--- config.mk ---
export PLATFORM = sky130hd
export DESIGN_NAME = bmhpq_cell
export DESIGN_NICKNAME = d
export VERILOG_FILES = /design/src/hdl/bmhpq_pkg.sv /design/src/hdl/bmhpq_cell.sv
export SDC_FILE = /design/constraint.sdc
export NUM_CORES = 1
export LEC_CHECK = 0
export CORE_ASPECT_RATIO = 1.75
export CORE_MARGIN = 2
export CORE_UTILIZATION = 55
export CTS_CLUSTER_DIAMETER = 80
export DETAILED_ROUTE_END_ITERATION = 10
export DONT_BUFFER_PORTS = 1
export PLACE_DENSITY = 0.7
export SYNTH_ARGS = -nofsm -noshare
export SYNTH_HDL_FRONTEND = slang
export SYNTH_SLANG_ARGS = --single-unit
--- constraint.sdc ---
create_clock -name clk -period 4.7 [get_ports clk]
set_clock_uncertainty 0.1 [all_clocks]
set_input_delay 1.175 -clock clk [delete_from_list [all_inputs] [get_ports clk]]
set_output_delay 1.175 -clock clk [all_outputs]
set_load 0.02 [all_outputs]
--- src/hdl/bmhpq_pkg.sv ---
// types and constants of the priority queue
package bmhpq_pkg;

    localparam int KEY_W = 32;
    localparam int CAP_W = 7;
    localparam int ST_W  = 2;

    localparam logic [CAP_W-1:0] CAP_RESET = 7'd64;

    localparam logic REQ_PUSH = 1'b0;
    localparam logic REQ_POP  = 1'b1;

    localparam logic [ST_W-1:0] ST_OK    = 2'd0;
    localparam logic [ST_W-1:0] ST_FULL  = 2'd1;
    localparam logic [ST_W-1:0] ST_EMPTY = 2'd2;

    localparam logic signed [KEY_W-1:0] KEY_EMPTY = -32'sd1;

    typedef struct packed {
        logic                    req_type;
        logic signed [KEY_W-1:0] key_in;
    } req_t;

    typedef struct packed {
        logic signed [KEY_W-1:0] key_out;
        logic [ST_W-1:0]         status;
    } res_t;

    // operation broadcast to every cell
    typedef struct packed {
        logic                    push;
        logic                    pop;
        logic signed [KEY_W-1:0] key;
    } cell_op_t;

    // what a cell shows its neighbors
    typedef struct packed {
        logic                    valid;
        logic                    less;
        logic signed [KEY_W-1:0] key;
    } cell_link_t;

endpackage

--- src/hdl/bmhpq_cell.sv ---
// one slot of the sorted key chain
module bmhpq_cell (
    input  logic                  clk,
    input  logic                  rst_n,
    input  bmhpq_pkg::cell_op_t   op,
    input  bmhpq_pkg::cell_link_t left,
    input  bmhpq_pkg::cell_link_t right,
    output bmhpq_pkg::cell_link_t self
);
    import bmhpq_pkg::*;

    logic                    valid_reg;
    logic                    valid_next;
    logic signed [KEY_W-1:0] key_reg;
    logic signed [KEY_W-1:0] key_next;
    logic                    less;

    // an empty slot counts as larger than any key
    assign less = !valid_reg || (op.key < key_reg);

    always_comb
    begin
        valid_next = valid_reg;
        key_next   = key_reg;
        if (op.pop)
        begin
            valid_next = right.valid;
            key_next   = right.key;
        end
        else if (op.push)
        begin
            if (left.less)
            begin
                valid_next = left.valid;
                key_next   = left.key;
            end
            else if (less)
            begin
                valid_next = 1'b1;
                key_next   = op.key;
            end
        end
    end

    always_ff @(posedge clk or negedge rst_n)
    begin
        if (!rst_n)
        begin
            valid_reg <= 1'b0;
        end
        else
        begin
            valid_reg <= valid_next;
        end
    end

    always_ff @(posedge clk)
    begin
        key_reg <= key_next;
    end

    assign self.valid = valid_reg;
    assign self.less  = less;
    assign self.key   = key_reg;

endmodule

# After elaboration in Yosys (flattened, before gate mapping)
# Index checks and enable logic that the tools add are counted.
[op_classes]
magnitude_cmp = 1
mux = 8
n_reduce_logical = 5
[op_table]
columns = ["operator", "count"]
rows = [
  ["$mux W32", 4],
  ["$lt A32 B32 Y1", 1],
  ["$mux W1", 4],
  ["$reduce_bool A3 Y1", 1],
  ["$reduce_and A2 Y1", 1],
  ["$reduce_bool A2 Y1", 1],
  ["$logic_not A1 Y1", 1],
  ["$logic_or A1 B1 Y1", 1],
]
[totals]
regBits = 33
input_bits = 104
output_inout_bits = 34
word_cells = 16

# Logic depth before layout (Yosys ltp)
# Gate-level depths: netlist of run 1.
[logic_depth]
ltp_word = 6
ltp_mapped = 9
ltp_nobuf = 8

# Worst setup path after synthesis of run 1
# Ideal clock, no wire load.
[synth_path]
kind = "input-to-reg"
startpoint = "in op[30] in the netlist's numbering"
endpoint = "reg key_reg[0], enable pin"
setup_time_ns = 0.421
arrival_time_ns = 3.646
required_time_ns = 4.179
path_slack_ns = 0.533
stages = 7
path_buffers = 0
cell_sequence = "ha_1 -> a21oi_1 -> nand2_1 -> a221oi_1 -> o211ai_1 -> o2bb2ai_1 -> nor2_1"
[synth_via]
elab_chain_len = 4
[synth_lines]
columns = ["element", "line", "source"]
rows = [
  ["start: declaration", "bmhpq_cell.sv:5", "input bmhpq_pkg::cell_op_t op,"],
  ["$lt A32 B32 Y1", "bmhpq_cell.sv:19", "assign less = !valid_reg || (op.key < key_reg);"],
  ["$logic_or A1 B1 Y1", "bmhpq_cell.sv:19", ""],
  ["$reduce_bool A3 Y1 (no line)", "-", ""],
  ["$reduce_and A2 Y1 (no line)", "-", ""],
  ["end signal: assignment", "bmhpq_cell.sv:59", "key_reg <= key_next;"],
  ["end: declaration", "bmhpq_cell.sv:14", "logic signed [KEY_W-1:0] key_reg;"],
]
# No other way between the ends.
# A chain may end at the register's enable or synchronous reset.

==> results of run 1 <==
==> layout by cell type (no fill, tap or decap), drive strengths merged, types with 3 or more instances in the layout <==
master / Yosys / layout
and2: 3 / 3
inv: 31 / 31
o21ai: 36 / 36
nor2: 6 / 6
mux2i: 33 / 33
ha: 31 / 31
clkbuf: 8 / 6
nand4: 4 / 4
nand2: 43 / 43
a21oi: 9 / 9
a221oi: 3 / 3
o2bb2ai: 3 / 3
edfxtp: 32 / 32
==> cells in the mapped netlist (3+ instances only) <==
| library cell | number | area, µm² |
|---|---|---|
| a21oi_1 | 9 | 45.0 |
| buf_2 | 3 | 15.0 |
| clkbuf_1 | 8 | 30.0 |
| edfxtp_1 | 32 | 961 |
| ha_1 | 31 | 388 |
| inv_1 | 31 | 116 |
| mux2i_1 | 33 | 330 |
| nand2_1 | 43 | 161 |
| nor2_1 | 4 | 15.0 |
| o21ai_0 | 35 | 175 |
==> stage by stage <==
stage	worst slack (ns)	power [mW]	cell area (µm²)	utilization [%]
4_1_cts	0.400	0.813	2640	59.5
3_5_place_dp	0.413	0.610	2570	57.7
6_report	0.432	0.801	2640	59.5
3_3_place_gp	0.418	0.603	2570	57.7
2_1_floorplan	0.533	0.585	2550	-
5_1_grt	0.269	0.848	2640	59.5
==> metal layers <==
metal	vias to the layer above	routed length (µm)	global-route usage (%)
li1	929	-	-
met1	870	1860	20.2
met2	101	2960	39.0
met3	13	504	7.02
met4	0	135	10.8
met5	-	0	0
==> power breakdown <==
group	switching (mW)	internal, mW	total, mW
sequential	0.0643	0.370	0.434
clock	0.101	0.0999	0.201
combinational	0.0912	0.0752	0.166
total	0.256	0.545	0.801
==> path summary, 6_finish.rpt <==
kind	start	end	slack (ns)	cells past startpoint
max	op[31]	self[32]	0.43	7
min	rst_n	valid_reg	0.48	0
max reg2reg	key_reg[21]	key_reg[18]	1.65	8
min reg2reg	valid_reg	valid_reg	0.71	2
max in group asynchronous	rst_n	valid_reg	3.95	0
min in group clk	valid_reg	valid_reg	0.71	2
==> layout make-up <==
class,instances,area [µm²]
flip-flops and latches,33,986
clock inverters,1,3.75
well taps,51,63.8
multi-input cells,187,1400
inverters,31,116
clock buffers,6,72.6
fillers,408,1800
==> logic make-up after synthesis <==
kind of cell,synth area share [%]
multiplexers,12.9
AO/OA/AOI/OAI,13.9
adder cells (fa/ha/maj),15.2
AND/OR/NAND/NOR,12.5
buffers and inverters,6.90
flip-flops,38.6
==> worst register-to-register path: cells and delay by family (launching register included) <==
family | cells | cell delay (ns)
AO/OA/AOI/OAI | 5 | 0.98
AND/OR/NAND/NOR | 1 | 0.72
flip-flops | 1 | 0.47
adder cells (fa/ha/maj) | 1 | 0.32
buffers and inverters | 1 | 0.08
==> metrics.txt, run 1 <==
die area 5230 µm²; period utilization around nine tenths; non-filler cells, final 309; post_cts resized 0; layout cells sized above 1 under 10%; # IOs approximately 140; Hold Fails Final Rpt 0; postcts setup bufs 0; Max stage delay on crit path 0.59 ns; final count of pins violating max slew 0; final WL between 5 and 6 mm; largest net degree at the start of global routing just under 70; antenna cells 0; H-tree depth 2; library cells used by synthesis 36; Seq cells post-synth 33; die height ~94 µm; Worst-Skew Late Latency 0.28 ns; RSZ-0062 raised after global routing no; CP top delay family simple AND/OR/NAND/NOR gates; hpwl dp approximately 4.2 mm; slew margin rel. around two fifths; cell row count 32; Leak 1.20 nW; Post-CTS Hold Buffers 0; minimum clock period between 4 and 5 ns; WP data required 3.42 ns; status completed; via density per instance 6.19; Post-route DRC 0; total negative setup slack 0 ns; core region area 4440 µm²; CP most frequent cell nor2_2; post-synthesis area per instance roughly 9.7 µm²; Hold Crit Class in -> async; Slew @ Worst Pin roughly 0.92 ns; Placed Cells about 300; CTS tree built; vias in the first global route roughly 2.0k; Top FF cell, synth edfxtp_1; Max Cap Viol 0; WP data arrival roughly 3 ns; initial antenna violation count 0; fmax 0.234 GHz; Synthesized Nets ~400; Crit Path Class in -> out; Clock Tree Root clkbuf_8; pwr dens a little over 300 nW/µm²; crit path cell chain ha_1 > nand4_2 > or4_4 > nor2_2 > o2bb2ai_2 > nor2_2 > mux2i_1; Async SR Flop Fraction under 10%; sequential fraction of the synthesis area 38.6%; final setup violation count 0; remaining antenna violation count 0; CTS Sinks 33; VDD IR max approximately 0.00018 V; Initial Utilization a little under three fifths; Worst Path Buf+Inv 0; Worst Setup Start Kind primary input; Die W 55.5 µm; Routability Congestion about 0.75; Critical-path top delay cell or4_4; Vias 1,913; drt wl/cell approximately 18 µm; number of iterations in the first detailed-routing pass 4; Post-Syn Instances around 260; aggregate global-route resource usage about a fifth; CTS max path bufs 2; Clock Pin Slew Worst Setup and Hold Paths roughly 0.070 ns; Ys Warns 0; initial DRC count 36; total global routing overflow 0; first-pass GRT wire length around 8.7 mm; Post-synth EDFFs 32; Mapped Area approximately 2600 µm²; Area Growth Syn to Fin 3.43%; Crit Path Max Fanout 4; Final nets ~390; IO buf count 0; max FFs per register 32; Inserted Clock Buffers 5; WHS ~0.48 ns; Worst setup EP type output pin
No activity file was read; power rests on OpenSTA's default activity.
==> inputs of run 2 (changes only) <==
==> constraint.sdc (replaced) <==
create_clock -name clk -period 4.8 [get_ports clk]
set_clock_uncertainty 0.1 [all_clocks]
set_input_delay 1.2 -clock clk [delete_from_list [all_inputs] [get_ports clk]]
set_output_delay 1.2 -clock clk [all_outputs]
set_load 0.02 [all_outputs]
==> run 2 against run 1 <==
Wire length is 0.40% higher. Global-route usage up 0.34 points. Largest cell class unchanged. Die area unchanged. First-iteration DRC count unchanged. Total power increased by 0.55%. Register-to-register slack improved by 0.32 ns. Flip-flop and latch count unchanged. Hold slack improved by 0.033 ns. Clock-buffer cell count grew 2. Via count is 0.16% lower. Highest routed layer unchanged. Sequential share of layout area shrank 0.40 points. Utilization is 0.65 points higher.
==> metrics.txt, run 2 (synthesis results as in run 1) <==
Worst Setup Start Kind primary input; CP most frequent cell nor2_2; die height 94.2 µm (unchanged); commonest non-fill, non-tap cells in the layout nand2_1, o21ai_0, mux2i_1; # IOs 138 (unchanged); Inserted Clock Buffers 5 (unchanged); Worst setup EP type output pin; Max Cap Viol 0 (unchanged); initial antenna violation count 0 (unchanged); final WL 5.49 mm (+0.40%); Crit Path Class in -> out; Post-route DRC 0 (unchanged); Slew @ Worst Pin 0.513 ns (-0.408 ns); die area 5230 µm² (unchanged); CTS tree built; aggregate global-route resource usage 21.4% (+0.34 points); final count of pins violating max slew 0 (unchanged); Die W 55.5 µm (unchanged); core region area 4440 µm² (unchanged); total global routing overflow 0 (unchanged); VDD IR max 0.000219 V (+23%); leading cell type in the layout, fill and taps excluded nand2_1; Critical-path top delay cell or4_4; number of iterations in the first detailed-routing pass 4 (unchanged); Comb power frac 20.5% (-0.3 points); fmax ~0.23 GHz; post_cts resized 0 (unchanged); cell row count 32 (unchanged); Clock Pin Slew Worst Setup and Hold Paths 0.06 ns (about the same); pre-CTS setup slack 0.415 ns (+0.00235 ns); vias in the first global route 1,971 (-1.9%); hpwl dp 4.37 mm (+3.7%); slew margin rel. 64.8% (+26 points); sw frac 31.2% (-0.80 points); Final WS setup 0.447 ns (+0.0145 ns); clock power share 26.8% (+1.7 points); Finished Cell Area 2670 µm² (+1.1%); Vias 1,910 (-0.16%); final setup violation count 0 (unchanged); pwr dens 301 nW/µm² (-0.53%); Hold Crit Class in -> async; first-pass GRT wire length 8.67 mm (+0.24%); Crit Path Max Fanout 4 (unchanged); Worst-Skew Late Latency 0.28 ns (about the same); Area Growth Syn to Fin 4.55%; WHS 0.517 ns (+0.0332 ns); antenna cells 0 (unchanged); CTS max path bufs 2 (unchanged); WP data arrival 3.05 ns (+0.06 ns); Max stage delay on crit path 0.59 ns (about the same); RSZ-0062 raised after global routing no; total negative setup slack 0 ns (unchanged); DP Area 2580 µm² (+0.59%); status completed; initial DRC count 36 (unchanged); Cell Int Power 0.554 mW (+1.7%); H-tree depth 2 (unchanged); postcts setup bufs 0 (unchanged); via density per instance 6.12 (-1.1%); layout cells sized above 1 6.90% (+1.1 points); max FFs per register 32 (unchanged); WP data required 3.50 ns (+0.08 ns); period utilization between 90% and 100%; sequential share of power 52.7% (-1.5 points); minimum clock period approximately 4.4 ns; CTS Sinks 33 (unchanged); Routability Congestion 0.770 (+2.1%); Leak 1.21 nW (+1.3%); Hold Fails Final Rpt 0 (unchanged); Post-CTS Hold Buffers 0 (unchanged); Clock Tree Root clkbuf_8; crit path cell chain ha_1 > nand4_2 > or4_4 > nor2_2 > o2bb2ai_2 > nor2_2 > mux2i_1; IO buf count 0 (unchanged); drt wl/cell 17.6 µm (-0.56%); remaining antenna violation count 0 (unchanged); largest net degree at the start of global routing 69 (unchanged); number of fill cells 397 (-2.7%); Sw Pwr 0.251 mW (-2.0%); Initial Utilization 57.5% (unchanged); Final nets 395 (+0.51%)
run 2: power by group through the flow:
| stage | combinational (mW) | clock [mW] | sequential (mW) |
|---|---|---|---|
| 4_1_cts | 0.169 | 0.222 | 0.425 |
| 5_1_grt | 0.192 | 0.233 | 0.428 |
| 3_3_place_gp | 0.162 | 0 | 0.431 |
| 2_1_floorplan | 0.149 | 0 | 0.423 |
| 6_report | 0.165 | 0.216 | 0.424 |
| 3_5_place_dp | 0.168 | 0 | 0.432 |
run 2: critical path, delay by kind of cell:
kind / cells / cell delay (ns)
simple gates: 4 / 0.96
fa+ha+maj: 1 / 0.33
mux: 1 / 0.43
compound gates: 1 / 0.13
run 2: path summary, 6_finish.rpt:
kind | startpoint | to | slack, ns | cells past startpoint
min in group clk | valid_reg | valid_reg | 0.70 | 2
max | op[31] | self[32] | 0.45 | 7
min reg2reg | valid_reg | valid_reg | 0.70 | 2
max in group asynchronous | rst_n | valid_reg | 4.02 | 0
min | rst_n | valid_reg | 0.52 | 0
max reg2reg | key_reg[23] | key_reg[28] | 1.97 | 9
run 2: cell type report:
cell class                      instances  area, µm²  share of cell area [%]
Timing Repair Buffer                    2       15.0                   0.562
Clock buffer                            8       90.1                    3.37
Sequential cell                        33        986                    36.9
Inverter                               31        116                    4.36
Multi-Input combinational cell        187       1400                    52.4
Tap cell                               51       63.8                    2.39
run 2: layer usage:
layer	up-vias	global-route usage (%)	wire, µm
met5	-	0	0
met4	0	7.72	59
met3	4	6.89	480
met2	93	40.5	3060
met1	881	21.3	1880
li1	932	-	-
run 2: through the flow:
stage	power [mW]	cells	util, %
global route	0.853	312	60.1
CTS	0.817	312	60.1
global placement	0.592	304	58.1
detailed placement	0.600	304	58.1
finish	0.805	312	60.1
floorplan	0.572	264	-
==> inputs of run 3 (changes only) <==
--- a/config.mk
+++ b/config.mk
@@ -5,7 +5,7 @@
 export SDC_FILE = /design/constraint.sdc
 export NUM_CORES = 1
 export LEC_CHECK = 0
-export CORE_ASPECT_RATIO = 1.75
+export CORE_ASPECT_RATIO = 1.5
 export CORE_MARGIN = 2
 export CORE_UTILIZATION = 55
 export CTS_CLUSTER_DIAMETER = 80
==> run 3 against run 2 <==
Critical endpoint unchanged. Utilization is 1.1 points lower. Register-to-register slack worse by 0.18 ns. Die area is 0.19% lower. Global-route usage is 0.62 points lower. Highest routed layer unchanged. Wire length is 0.35% lower. Sequential share of layout area is 0.16 points higher.
==> metrics.txt, run 3 (synthesis results as in run 1) <==
R2R setup slack 1.79 ns (-0.18 ns); slew margin rel. 63.0% (-1.8 points); crit path cell chain ha_1 > nand4_2 > or4_4 > nor2_2 > o2bb2ai_2 > nor2_2 > mux2i_1; Post-route DRC 0 (unchanged); clock power share 26.9% (about the same); CP most frequent cell nor2_2; Clock Tree Root clkbuf_8; postcts setup bufs 0 (unchanged); number of fill cells 422 (+6.3%); CTS Sinks 33 (unchanged); CTS max path bufs 2 (unchanged); Finished Cell Area 2660 µm² (-0.42%); antenna cells 0 (unchanged); sw frac 31.2% (-0.033 points); Slew @ Worst Pin 0.539 ns (+0.0263 ns); CTS tree built; Sequential Area 986 µm² (unchanged); hpwl dp 4.20 mm (-3.8%); Vias 1,879 (-1.6%); post_cts resized 0 (unchanged); met3 Track Usage GR 6.69% (-0.20 points); IO buf count 0 (unchanged); Post-CTS Hold Buffers 0 (unchanged); Crit Path Class in -> out; total negative setup slack 0 ns (unchanged); Initial Utilization 56.7% (-0.77 points); met1 Usage GRT 21.5% (+0.14 points); initial antenna violation count 0 (unchanged); final WL 5.47 mm (-0.35%); max FFs per register 32 (unchanged); met2 usage in global routing 37.7% (-2.7 points); Hold Crit Class in -> async; Worst Path Buf+Inv 0 (unchanged); cell row count 30 (-6.3%); Placed Cells 300 (-1.3%); remaining antenna violation count 0 (unchanged); period utilization 90.4% (-0.29 points); Critical-path top delay cell or4_4; Worst Setup Start Kind primary input; pwr dens 302 nW/µm² (+0.12%); CP top delay family simple AND/OR/NAND/NOR gates; reg2reg path depth 9 (unchanged); Worst-Skew Late Latency 0.28 ns (about the same); global routing's busiest layer met2; # IOs 138 (unchanged); commonest non-fill, non-tap cells in the layout nand2_1, o21ai_0, mux2i_1; VDD IR max 0.000195 V (-11%); Worst setup EP type output pin; Inserted Clock Buffers 5 (unchanged); final setup violation count 0 (unchanged); number of iterations in the first detailed-routing pass 4 (unchanged); Die W 59.7 µm (+7.4%); Routability Congestion 0.746 (-3.1%); Leak 1.21 nW (-0.37%); post-route core utilization 59.1% (-1.1 points); largest net degree at the start of global routing 69 (unchanged); Crit Path Max Fanout 4 (unchanged); non-filler cells, final 308 (-1.3%); power after layout 0.803 mW (-0.31%); Max stage delay on crit path 0.59 ns (about the same); final count of pins violating max slew 0 (unchanged); number of cells on the critical path 7 (unchanged); Hold Fails Final Rpt 0 (unchanged); Final nets 394 (-0.25%); Comb power frac 20.3% (-0.2 points); initial DRC count 66 (+83%); H-tree depth 2 (unchanged); RSZ-0062 raised after global routing no; WP data arrival 3.04 ns (about the same); sequential share of power 52.8% (about the same); aggregate global-route resource usage 20.8% (-0.62 points); Area Growth Syn to Fin 4.11%; total global routing overflow 0 (unchanged); first-pass GRT wire length 8.12 mm (-6.4%); fmax 0.230 GHz (+0.32%); minimum clock period 4.34 ns (-0.0139 ns); core region area 4500 µm² (+1.4%); WP data required 3.50 ns (about the same); Cell Int Power 0.553 mW (-0.26%); die area 5220 µm² (-0.19%); drt wl/cell 17.7 µm (+0.95%); Sw Pwr 0.250 mW (-0.41%); DP Area 2570 µm² (-0.44%); vias in the first global route 1,881 (-4.6%); status completed; Clock Pin Slew Worst Setup and Hold Paths 0.07 ns (about the same); Max Cap Viol 0 (unchanged); area of the multi-input gates 1400 µm² (unchanged); leading cell type in the layout, fill and taps excluded nand2_1; via density per instance 6.10 (-0.35%); die height 87.5 µm (-7.1%); layout cells sized above 1 6.54% (-0.36 points)
==> run 3: changes by cell type in the layout (fill, tap and decap cells not counted) <==
cell   previous run  this run
buf_4             2         1
==> run 3: worst reg2reg max path, cell delays in order (launching register included) <==
cell and delay, ns:
edfxtp_1 0.47, inv_1 0.07, ha_1 0.32, a21oi_1 0.18, nand2_1 0.08, a221oi_1 0.28, o211ai_1 0.20, o2bb2ai_1 0.20
nor2_4 0.44, buf_4 0.35
==> run 3: metrics by stage <==
step	hold WS, ns	setup WS (ns)
after CTS	0.499	0.450
after global placement	0.686	0.466
after floorplan	0.479	0.608
after detailed placement	0.696	0.461
after global routing	0.495	0.342
final	0.508	0.461
==> run 3: final cells by class <==
class / count / share of cell area, %
multi-input cells: 187 / 52.6
flip-flops and latches: 33 / 37.1
inverters: 31 / 4.37
clock buffers: 8 / 3.39
well taps: 48 / 2.26
repair buffers: 1 / 0.282
==> run 3: power groups by stage <==
stage | combinational, mW | sequential, mW | clock [mW]
after floorplan | 0.149 | 0.423 | 0
after global placement | 0.160 | 0.430 | 0
after detailed placement | 0.165 | 0.431 | 0
after CTS | 0.166 | 0.425 | 0.224
after global routing | 0.191 | 0.428 | 0.230
final | 0.163 | 0.424 | 0.216
==> run 3: path summary, 6_finish.rpt <==
path | endpoint | start
min | valid_reg | rst_n
max in group asynchronous | valid_reg | rst_n
max reg2reg | key_reg[30] | key_reg[30]
min reg2reg | valid_reg | valid_reg
min in group clk | valid_reg | valid_reg
max | self[32] | op[31]
==> run 3: metal layers <==
metal	wire length, µm	vias to the layer above
li1	-	935
met1	2060	852
met2	2850	87
met3	486	5
met4	61	0
met5	0	-
