<file path="config.mk">
export PLATFORM = sky130hd
export DESIGN_NAME = bmhpq_out_buf
export DESIGN_NICKNAME = d
export VERILOG_FILES = /design/src/hdl/bmhpq_pkg.sv /design/src/hdl/bmhpq_out_buf.sv
export SDC_FILE = /design/constraint.sdc
export NUM_CORES = 1
export LEC_CHECK = 0
export BUFFER_PORTS_ARGS = -buffer_cell sky130_fd_sc_hd__buf_2
export CAP_MARGIN = 20
export CELL_PAD_IN_SITES_DETAIL_PLACEMENT = 0
export CELL_PAD_IN_SITES_GLOBAL_PLACEMENT = 1
export CORE_ASPECT_RATIO = 1.1
export CORE_MARGIN = 4
export CORE_UTILIZATION = 39
export DETAILED_ROUTE_END_ITERATION = 10
export PLACE_DENSITY_LB_ADDON = 0.1
export SYNTH_ARGS = -nofsm -noshare
export SYNTH_HDL_FRONTEND = slang
export SYNTH_SLANG_ARGS = --single-unit
</file>
<file path="constraint.sdc">
create_clock -name clk -period 2.2 [get_ports clk]
set_clock_uncertainty 0.15 [all_clocks]
set_input_delay 0 -clock clk [delete_from_list [all_inputs] [get_ports clk]]
set_output_delay 0 -clock clk [all_outputs]
set_load 0.01 [all_outputs]
</file>
<file path="src/hdl/bmhpq_pkg.sv">
// types and constants of the priority queue
package bmhpq_pkg;

    localparam int KEY_W = 32;
    localparam int CAP_W = 7;
    localparam int ST_W  = 2;

    localparam logic [CAP_W-1:0] CAP_RESET = 7'd64;

    localparam logic REQ_PUSH = 1'b0;
    localparam logic REQ_POP  = 1'b1;

    localparam logic [ST_W-1:0] ST_OK    = 2'd0;
    localparam logic [ST_W-1:0] ST_FULL  = 2'd1;
    localparam logic [ST_W-1:0] ST_EMPTY = 2'd2;

    localparam logic signed [KEY_W-1:0] KEY_EMPTY = -32'sd1;

    typedef struct packed {
        logic                    req_type;
        logic signed [KEY_W-1:0] key_in;
    } req_t;

    typedef struct packed {
        logic signed [KEY_W-1:0] key_out;
        logic [ST_W-1:0]         status;
    } res_t;

    // operation broadcast to every cell
    typedef struct packed {
        logic                    push;
        logic                    pop;
        logic signed [KEY_W-1:0] key;
    } cell_op_t;

    // what a cell shows its neighbors
    typedef struct packed {
        logic                    valid;
        logic                    less;
        logic signed [KEY_W-1:0] key;
    } cell_link_t;

endpackage

</file>
<file path="src/hdl/bmhpq_out_buf.sv">
// two-entry result buffer: output register plus skid stage
module bmhpq_out_buf (
    input  logic            clk,
    input  logic            rst_n,
    input  logic            load,
    input  bmhpq_pkg::res_t load_data,
    output logic            full,
    output logic            out_valid,
    input  logic            out_stall,
    output bmhpq_pkg::res_t out_data
);
    import bmhpq_pkg::*;

    logic out_valid_reg;
    logic out_valid_next;
    res_t out_data_reg;
    res_t out_data_next;
    logic skid_valid_reg;
    logic skid_valid_next;
    res_t skid_data_reg;
    res_t skid_data_next;
    logic out_free;

    assign out_free = !out_valid_reg || !out_stall;

    always_comb
    begin
        out_valid_next  = out_valid_reg;
        out_data_next   = out_data_reg;
        skid_valid_next = skid_valid_reg;
        skid_data_next  = skid_data_reg;
        if (out_free)
        begin
            if (skid_valid_reg)
            begin
                out_valid_next  = 1'b1;
                out_data_next   = skid_data_reg;
                skid_valid_next = load;
                skid_data_next  = load_data;
            end
            else
            begin
                out_valid_next = load;
                out_data_next  = load_data;
            end
        end
        else if (load)
        begin
            skid_valid_next = 1'b1;
            skid_data_next  = load_data;
        end
    end

    always_ff @(posedge clk or negedge rst_n)
    begin
        if (!rst_n)
        begin
            out_valid_reg  <= 1'b0;
            skid_valid_reg <= 1'b0;
        end
        else
        begin
            out_valid_reg  <= out_valid_next;
            skid_valid_reg <= skid_valid_next;
        end
    end

    always_ff @(posedge clk)
    begin
        out_data_reg  <= out_data_next;
        skid_data_reg <= skid_data_next;
    end

    assign full      = skid_valid_reg;
    assign out_valid = out_valid_reg;
    assign out_data  = out_data_reg;

endmodule

</file>
# Word-level counts from Yosys, hierarchy flattened
# Cells that the tools add are included.
# Widths: inputs -> output; s select.
totals:
  reg_bits: 70
  inputBits: 38
  out_inout_bits: 36
classes:
  eq_ne: 1
  mux: 8
  reduce_logical: 5
ops:
  columns: ["cell", "count"]
  rows:
  - ["$mux 34", 4]
  - ["$mux 1", 4]
  - ["$logic_not 1->1", 2]
  - ["$ne 2x2->1 const B", 1]
  - ["$reduce_and 2->1", 1]
  - ["$reduce_bool 2->1", 1]
  - ["$logic_or 1x1->1", 1]

# Logic depth before layout (Yosys ltp)
# Gate-level depths: netlist of run 1.
depth:
  depth_word: 4
  mapped_depth: 4

# Least setup slack after synthesis of run 1
# No wires, ideal clock.
synth_timing:
  path_type: "register to register"
  start: "register out_valid_reg (netlist: out_valid)"
  end: "register skid_data_reg[0] (netlist name) (enable)"
  setup_time_ps: 376
  arrival_ps: 1928
  path_slack_ps: -254
  path_stages_with_launch: 3
  path_buffers: 0
  cell_sequence: "dfrtp_1 nand2_1 mux2_2"
synth_via:
  elab_chain_cells: 4
  word_cells_on_any_way: 5
  cone_classes: "eq/ne (1); reduce/logical (4)"
synth_lines:
  columns: ["item", "line_no", "rtl"]
  rows:
  - ["start: declaration", "bmhpq_out_buf.sv:14", "logic out_valid_reg;"]
  - ["start signal: assignment", "bmhpq_out_buf.sv:63", "out_valid_reg <= out_valid_next;"]
  - ["$logic_not 1->1 (*)", "bmhpq_out_buf.sv:24", "assign out_free = !out_valid_reg || !out_stall;"]
  - ["$logic_or 1x1->1 (*)", "bmhpq_out_buf.sv:24", null]
  - ["named net out_free", "bmhpq_out_buf.sv:22", "logic out_free;"]
  - ["$ne 2x2->1 (no source line) or $reduce_bool 2->1 (tied branches)", null, null]
  - ["$reduce_and 2->1 (no source line) (*)", null, null]
  - ["end signal: assignment", "bmhpq_out_buf.sv:71", "skid_data_reg <= skid_data_next;"]
  - ["end: declaration", "bmhpq_out_buf.sv:20", "res_t skid_data_reg;"]
# Mark *: on every way through the listed nets, which the timed path passes. The rest lies on a longest branch.
# A chain may end at the register's enable or synchronous reset.

# Worst setup path after layout of run 1
layout_timing:
  start: "register skid_valid_reg (netlist: full)"
  end: "register out_data_reg, in the netlist out_data[2] (data pin)"
layout_via:
  elab_chain_cells: 1
layout_lines:
  columns: ["item", "line_no", "rtl"]
  rows:
  - ["start: declaration", "bmhpq_out_buf.sv:18", "logic skid_valid_reg;"]
  - ["start signal: assignment", "bmhpq_out_buf.sv:64", "skid_valid_reg <= skid_valid_next;"]
  - ["$mux 34", "bmhpq_out_buf.sv:34", "if (skid_valid_reg)"]
  - ["end signal: assignment", "bmhpq_out_buf.sv:70", "out_data_reg <= out_data_next;"]
  - ["end: declaration", "bmhpq_out_buf.sv:16", "res_t out_data_reg;"]
# No other way between the ends.

==> results_dict.tcl, run 1 <==
set metrics [dict create \
    reg2regPathDepth 2 \
    path_class "reg2reg" \
    root_buffer "clkbuf_8" \
    leakagePower_nw 1.50 \
    core_area_sq_mm 0.00663 \
    powerDensity_mw_per_mm2 823 \
    ios 74 \
    grt_start_max_net_pins 35 \
    syn_area_per_cell_sq_um 23.5 \
    nets 275 \
    die_w_microns 87.0 \
    r2r-end "out_data[2]$_DFFE_PP_" \
    peakVddDrop_uv 481 \
    finalMaxSlewViolations 0 \
    synth.cell_area_sq_mm 0.00268 \
    area_delta_synth_final_pct 38.2 \
    crit_required_ns 2.13 \
    diodes 0 \
    die-area_sq_mm 0.00825 \
    cts.path.max_buffers 2 \
    die_height_microns 94.9 \
    dr.pass1.iters 3 \
    hp-class "in2reg" \
    maxCapViolCount 0 \
    wl_microns 4870 \
    wl_per_cell_microns 15.0 \
    max_slew_margin 0.687 \
    setup_tns_ns 0 \
    crit_end "out_data[2]$_DFFE_PP_" \
    port_buffers 73 \
    grt_pass1_wl_microns 7540 \
    setup_viol 0 \
    layout_min_cycle_time_ns 1.67 \
    ys_seq_elements 70 \
    synthDistinctLibCells 11 \
    min_path_cells 2 \
    dp_slack_ns 0.523 \
    status "completed" \
    startpoint_type "flip-flop" \
    gr-total-overflow 0 \
    fin_ws_ns 0.531 \
    crit_start "full$_DFFE_PN0P_" \
    hpwl_microns 3060 \
    fin_crit_sh 0.759 \
    ff2ff_setup_slack_ns 0.53 \
    worst-path-max-fanout 25 \
    final_hold_viol_count 0 \
    yosysWarnings 0 \
    end_kind "flip-flop" \
    cts.sinks 70 \
    r2r_start "full$_DFFE_PN0P_" \
    antenna_found_initial 0 \
    fmax_mhz 599 \
    cts.clk_slew.worst_paths_ns 0.07 \
    netlist_instances 114 \
    grt_util_all_layers 0.126 \
    cts_tree "built" \
    cp_data_arrival_time_ns 1.60 \
    grt_pass1_vias 1531 \
    htreeDepth 3 \
    post-route-drc-count 0 \
    rsz0062_at_grt "false" \
    start_util 0.403 \
    drive_gt1_frac 0.525 \
    num_vias 1448 \
    ys_seq_area_frac 0.782 \
    place.gp.congestion 0.737 \
    worst_pin_slew_ns 0.469 \
    insertion_delay_ns 0.33 \
    cts_buffers 9 \
    final_antenna_net_count 0 \
    drt_iter0_drc 73 \
    vias_per_cell 4.47 \
    synth_nets 152 \
    rows 31 \
]
-- cell families (layout without fill, tap and decap cells) --
group / count (synthesis) / count (layout) / share of synthesized area
AOI/OAI and AO/OA: 2 / 2 / 0.00421
buffers and inverters: 4 / 132 / 0.0234
DFF: 70 / 70 / 0.782
muxes: 35 / 35 / 0.185
and+or+nand+nor: 3 / 3 / 0.00514
-- Yosys cell counts --
master,count,area [sq um]
buf_12,2,40.0
dfrtp_1,2,50.1
edfxtp_1,68,2040
mux2_2,8,90.1
buf_6,2,22.5
nand2b_1,1,6.26
mux2_4,27,405
a21oi_1,1,5.00
nor2_1,1,3.75
a31oi_1,1,6.26
nand2_1,1,3.75
-- area by class of cell --
type	count	area, sq um
Fill cell	551	2940
Sequential cell	70	2090
Tap cell	82	103
Timing Repair Buffer	116	823
Multi-Input combinational cell	40	523
Clock inverter	7	31.3
Clock buffer	9	124
-- report_power, final --
part | internal (W) | switching [W] | total (W)
sequential | 0.00166 | 0.0000545 | 0.00171
clock | 0.000389 | 0.000439 | 0.000828
combinational | 0.000286 | 0.000217 | 0.000504
total | 0.00233 | 0.000711 | 0.00304
-- routing by layer --
metal,routed length (microns),global-route usage,up-vias
met4,111,0.0714,0
met5,0,0,-
li1,-,-,697
met2,2440,0.203,52
met1,1940,0.145,688
met3,382,0.0471,11
-- metrics by stage --
step / area [sq um] / power (W) / util / hold slack, ns / std cells
global route: 3700 / 0.00319 / 0.557 / 0.233 / 324
floorplan: 2680 / 0.00202 / - / -0.446 / 114
finish: 3700 / 0.00304 / 0.557 / 0.242 / 324
CTS: 3700 / 0.00309 / 0.557 / 0.212 / 324
global placement: 3150 / 0.00218 / 0.475 / -0.361 / 269
detailed placement: 3150 / 0.00220 / 0.475 / -0.355 / 269
-- what timing repair did --
action                                  in CTS  in global routing
setup buffers                                0                  0
resized for setup                            0                  0
hold buffers                                39                  0
endpoints found under the setup margin       0                  0
endpoints found under the hold margin       72                  0
-- cells in the final DEF (no fill, tap or decap) --
cell	n
nand2_2	1
clkinv_2	4
clkinv_1	3
nand2b_1	1
clkbuf_8	9
a31oi_1	1
nor2_1	1
buf_2	73
dlygate4sd3_1	39
dfrtp_2	1
mux2_2	8
a21oi_1	1
dfrtp_1	1
edfxtp_1	68
mux2_4	27
buf_4	1
buf_12	3
-- worst min-delay path by stage --
stage | from | to | slack, ns
2_1_floorplan | rst_n | full$_DFFE_PN0P_ | -0.45
3_3_place_gp | rst_n | out_valid$_DFFE_PN0P_ | -0.36
3_5_place_dp | rst_n | out_valid$_DFFE_PN0P_ | -0.36
4_1_cts | load_data[27] | skid_data_reg[27]$_DFFE_PP_ | 0.21
5_1_grt | load_data[5] | skid_data_reg[5]$_DFFE_PP_ | 0.23
6_report | load_data[27] | skid_data_reg[27]$_DFFE_PP_ | 0.24
-- worst max-delay path, stage by stage, from the launching register on --
cell	delay, ns
dfrtp_2	0.64
buf_12	0.27
mux2_2	0.35
Note: power is estimated with default switching activity, not from simulation.
==> run 2: changes to the inputs <==
Clock period 2.2 ns to 1.5 ns, I/O delays scaled along.
==> run 2 against run 1 <==
Net effect:
- sequential share of layout area down 1.7 points
- worst setup slack worse by 0.46 ns
- global-route usage rose by 0.55 points
- largest power group unchanged
- highest routed layer unchanged
==> results_dict.tcl, run 2 (synthesis gave the netlist of run 1 again) <==
set metrics [dict create \
    status "completed" \
    fin_crit_sh 0.956 \
    final_antenna_net_count 0 \
    ff2ff_setup_slack_ns 0.07 \
    final_cell_mix "buf_2, edfxtp_1, dlygate4sd3_1, mux2_4, clkbuf_8" \
    diodes 0 \
    die_w_microns 87.0 \
    fill_cells 530 \
    setup_viol 0 \
    crit_required_ns 1.45 \
    htreeDepth 3 \
    antenna_found_initial 0 \
    cp_data_arrival_time_ns 1.38 \
    wl_per_cell_microns 15.3 \
    peakVddDrop_uv 640 \
    layout_min_cycle_time_ns 1.43 \
    drt_iter0_drc 83 \
    crit_family "flip-flops" \
    max_stage_delay_ns 0.46 \
    startpoint_type "flip-flop" \
    fmax_mhz 698 \
    vias_per_cell 4.50 \
    cp_num_buf_inv 1 \
    worst_pin_slew_ns 0.336 \
    rows 31 \
    root_buffer "clkbuf_8" \
    hpwl_microns 3400 \
    leakagePower_nw 1.54 \
    crit_path_top_delay_cell "dfrtp_2" \
    grt_pass1_vias 1660 \
    final_hold_viol_count 0 \
    max_slew_margin 0.776 \
    start_util 0.403 \
    cts.path.max_buffers 2 \
    area_delta_synth_final_pct 42.6 \
    grt_pass1_wl_microns 7990 \
    drive_gt1_frac 0.545 \
    grt_util_all_layers 0.132 \
    cts.sinks 70 \
    maxCapViolCount 0 \
    die-area_sq_mm 0.00825 \
    powerDensity_mw_per_mm2 1290 \
    wl_microns 4990 \
    crit_chain "nand2_8, mux2_4, buf_12" \
    ios 74 \
    path_class "reg2reg" \
    hp-class "in2reg" \
    worst-path-max-fanout 14 \
    finalMaxSlewViolations 0 \
    post_cts_buffers 0 \
    total_power_w 0.00490 \
    grt_start_max_net_pins 35 \
    nets 277 \
    post-route-drc-count 0 \
    core_area_sq_mm 0.00663 \
    place.gp.congestion 0.728 \
    insertion_delay_ns 0.33 \
    final_common_cell "buf_2" \
    cts_buffers 9 \
    end_kind "flip-flop" \
    rsz0062_at_grt "false" \
    dr.pass1.iters 4 \
    port_buffers 73 \
    cts_tree "built" \
    die_height_microns 94.9 \
    num_vias 1467 \
    whs_ns 0.229 \
    cts.clk_slew.worst_paths_ns 0.07 \
    gr-total-overflow 0 \
]
[run 2: cell types whose count changed in the layout (fill, tap and decap cells not counted), moves of 2 or more]
cell        change
buf_12          +2
bufinv_16       +2
clkinv_1        -2
clkinv_2        -2
clkinvlp_4      +2
[run 2: path summary, 6_finish.rpt]
check,from,end,cells past startpoint
min in group asynchronous,rst_n,full$_DFFE_PN0P_,3
max in group asynchronous,rst_n,out_valid$_DFFE_PN0P_,3
worst min register to register,skid_data_reg[19]$_DFFE_PP_,out_data[19]$_DFFE_PP_,1
worst min-delay path,load_data[2],skid_data_reg[2]$_DFFE_PP_,2
worst max register to register,out_valid$_DFFE_PN0P_,skid_data_reg[12]$_DFFE_PP_,3
worst max-delay path,out_valid$_DFFE_PN0P_,skid_data_reg[12]$_DFFE_PP_,3
[run 2: worst register-to-register path: cells and delay by family, from the launching register on]
kind | cells | cell delay (ns)
mux | 1 | 0.34
simple gates | 1 | 0.08
buf+inv | 1 | 0.17
flops | 1 | 0.46
[run 2: cell type report]
type	instances	area (sq um)	area share
clock inverters	7	88.8	0.0233
clock buffers	9	124	0.0325
multi-input cells	40	541	0.142
flip-flops and latches	70	2090	0.549
well taps	82	103	0.0269
repair buffers	118	865	0.227
[run 2: timing repair]
item | in CTS | in global routing
endpoints found under the hold margin | 72 | 0
endpoints found under the setup margin | 0 | 34
hold buffers | 38 | 0
gates resized for setup | 0 | 1
[run 2: stage by stage]
stage	instances	instance area, sq um	setup TNS [ns]	setup WS (ns)	utilization
floorplan	114	2700	-2.45	-0.0719	-
global placement	272	3220	0	0.0829	0.485
detailed placement	272	3220	0	0.0293	0.485
CTS	326	3810	0	0.0176	0.575
global route	326	3810	0	0.0388	0.575
finish	326	3810	0	0.0665	0.575
[run 2: power breakdown]
group	internal, W	switching [W]	total [W]
registers	0.00243	0.0000680	0.00250
clock network	0.000923	0.000678	0.00160
logic	0.000457	0.000345	0.000802
[run 2: layer usage]
metal | part of all wire | global-route usage | vias to the layer above | wire length [microns]
met5 | 0 | 0 | - | 0
met4 | 0.018 | 0.0675 | 0 | 90
met3 | 0.069 | 0.0480 | 9 | 343
met2 | 0.52 | 0.216 | 45 | 2570
met1 | 0.40 | 0.150 | 712 | 1980
li1 | - | - | 701 | -
==> run 3: changes to the inputs <==
Settings changed: BUFFER_PORTS_ARGS -buffer_cell sky130_fd_sc_hd__buf_2 to not set, CORE_UTILIZATION 39 to 47, DONT_BUFFER_PORTS set to 1.
==> run 3 against run 2 <==
Net effect:
- final cell count fell by 23%
- count of clock-buffer cells in the layout did not move
- via count shrank 15%
- clock power rose by 10%
- die area decreased by 16%
- register-to-register slack worse by 0.02 ns
- combinational power is 26% lower
- power grew 0.96%
- non-clock buffer count is 69 lower
- final area down 8.5%
- largest cell class unchanged
- largest power group unchanged
==> results_dict.tcl, run 3 (synthesis gave the netlist of run 1 again) <==
set metrics [dict create \
    post_cts_buffers 0 \
    max_slew_margin 0.694 \
    dp_cells 196 \
    start_util 0.489 \
    nets 208 \
    final_common_cell "edfxtp_1" \
    grt_start_max_net_pins 35 \
    reg2regPathDepth 2 \
    insertion_delay_ns 0.33 \
    grt_pass1_wl_microns 7290 \
    hold_end "skid_data_reg[23]$_DFFE_PP_" \
    fin_crit_sh 0.967 \
    rows 28 \
    cts_buffers 9 \
    hold_start "out_stall" \
    dr.pass1.iters 2 \
    hp-class "in2reg" \
    root_buffer "clkbuf_8" \
    fin_ws_ns 0.0496 \
    worst_pin_slew_ns 0.459 \
    path_class "reg2reg" \
    peakVddDrop_uv 742 \
    startpoint_type "flip-flop" \
    maxCapViolCount 0 \
    r2r_start "full$_DFFE_PN0P_" \
    cp_data_arrival_time_ns 1.38 \
    stdcell_count 250 \
    worst-path-max-fanout 9 \
    drive_gt1_frac 0.366 \
    antenna_found_initial 0 \
    r2r-end "out_data[11]$_DFFE_PP_" \
    min_path_cells 3 \
    cts_resized 0 \
    ff2ff_setup_slack_ns 0.05 \
    wl_microns 4730 \
    crit_chain "buf_4, mux2_4" \
    fill_cells 412 \
    die_w_microns 79.9 \
    area_delta_synth_final_pct 30.5 \
    die-area_sq_mm 0.00696 \
    hpwl_microns 3080 \
    gr-total-overflow 0 \
    rsz0062_at_grt "false" \
    max_stage_delay_ns 0.48 \
    final_hold_viol_count 0 \
    port_buffers 0 \
    vias_per_cell 4.97 \
    status "completed" \
    postCtsHoldBufs 38 \
    num_vias 1243 \
    dp_slack_ns 0.0617 \
    powerDensity_mw_per_mm2 1420 \
    htreeDepth 3 \
    crit_required_ns 1.43 \
    place.gp.congestion 0.676 \
    wl_per_cell_microns 18.9 \
    layout_min_cycle_time_ns 1.45 \
    setup_viol 0 \
    post-route-drc-count 0 \
    grt_util_all_layers 0.147 \
    grt_pass1_vias 1401 \
    fmax_mhz 689 \
    die_height_microns 87.1 \
    drt_iter0_drc 64 \
    ios 74 \
    final_antenna_net_count 0 \
    end_kind "flip-flop" \
    cts.path.max_buffers 2 \
    finalMaxSlewViolations 0 \
    crit_path_top_delay_cell "dfrtp_2" \
    final_cell_mix "edfxtp_1, dlygate4sd3_1, mux2_4, clkbuf_8, mux2_2" \
    cts.sinks 70 \
    cts_tree "built" \
    cts.clk_slew.worst_paths_ns 0.07 \
    core_area_sq_mm 0.00547 \
    diodes 0 \
    leakagePower_nw 1.29 \
]
-- run 3: how the worst max path moves through the flow --
stage | startpoint | to | slack (ns) | depth (start not counted)
final | full$_DFFE_PN0P_ | out_data[11]$_DFFE_PP_ | 0.05 | 2
after global routing | out_valid$_DFFE_PN0P_ | out_data[9]$_DFFE_PP_ | 0.02 | 2
after CTS | full$_DFFE_PN0P_ | out_data[11]$_DFFE_PP_ | 0.05 | 2
after detailed placement | full$_DFFE_PN0P_ | out_data[11]$_DFFE_PP_ | 0.06 | 2
after global placement | out_valid$_DFFE_PN0P_ | out_data[18]$_DFFE_PP_ | 0.10 | 2
after floorplan | full$_DFFE_PN0P_ | skid_data_reg[0]$_DFFE_PP_ | -0.07 | 3
-- run 3: area by class of cell --
cell class	count	area (sq um)	share of cell area
flip-flops and latches	70	2090	0.600
clock buffers	9	124	0.0355
clock inverters	7	113	0.0323
multi-input cells	40	541	0.155
repair buffers	49	526	0.151
well taps	75	93.8	0.0269
-- run 3: through the flow --
step / setup TNS, ns / area, sq um / hold slack [ns] / util / total power, W
after CTS: 0 / 3490 / 0.0255 / 0.639 / 0.00503
after floorplan: -2.45 / 2700 / -0.446 / - / 0.00298
final: 0 / 3490 / 0.0465 / 0.639 / 0.00495
after global placement: 0 / 2870 / -0.446 / 0.526 / 0.00312
after detailed placement: 0 / 2870 / -0.446 / 0.526 / 0.00315
after global routing: 0 / 3490 / 0.0359 / 0.639 / 0.00517
-- run 3: critical path: cells and delay by family, from the launching register on --
family                 cells  cell delay, ns
muxes                      1            0.32
buffers and inverters      1            0.25
DFF                        1            0.48
-- run 3: power breakdown --
part           leakage, nW  total [W]  internal, W  switching, W
clock                0.121    0.00176      0.00110      0.000666
combinational        0.487   0.000595     0.000362      0.000233
sequential           0.686    0.00259      0.00244      0.000153
-- run 3: layer usage --
layer  up-vias  global-route usage  share of wire
met5         -                   0              0
met3         4              0.0518          0.061
li1        562                   -              -
met1       630               0.163           0.38
met4         0              0.0753          0.012
met2        47               0.250           0.55
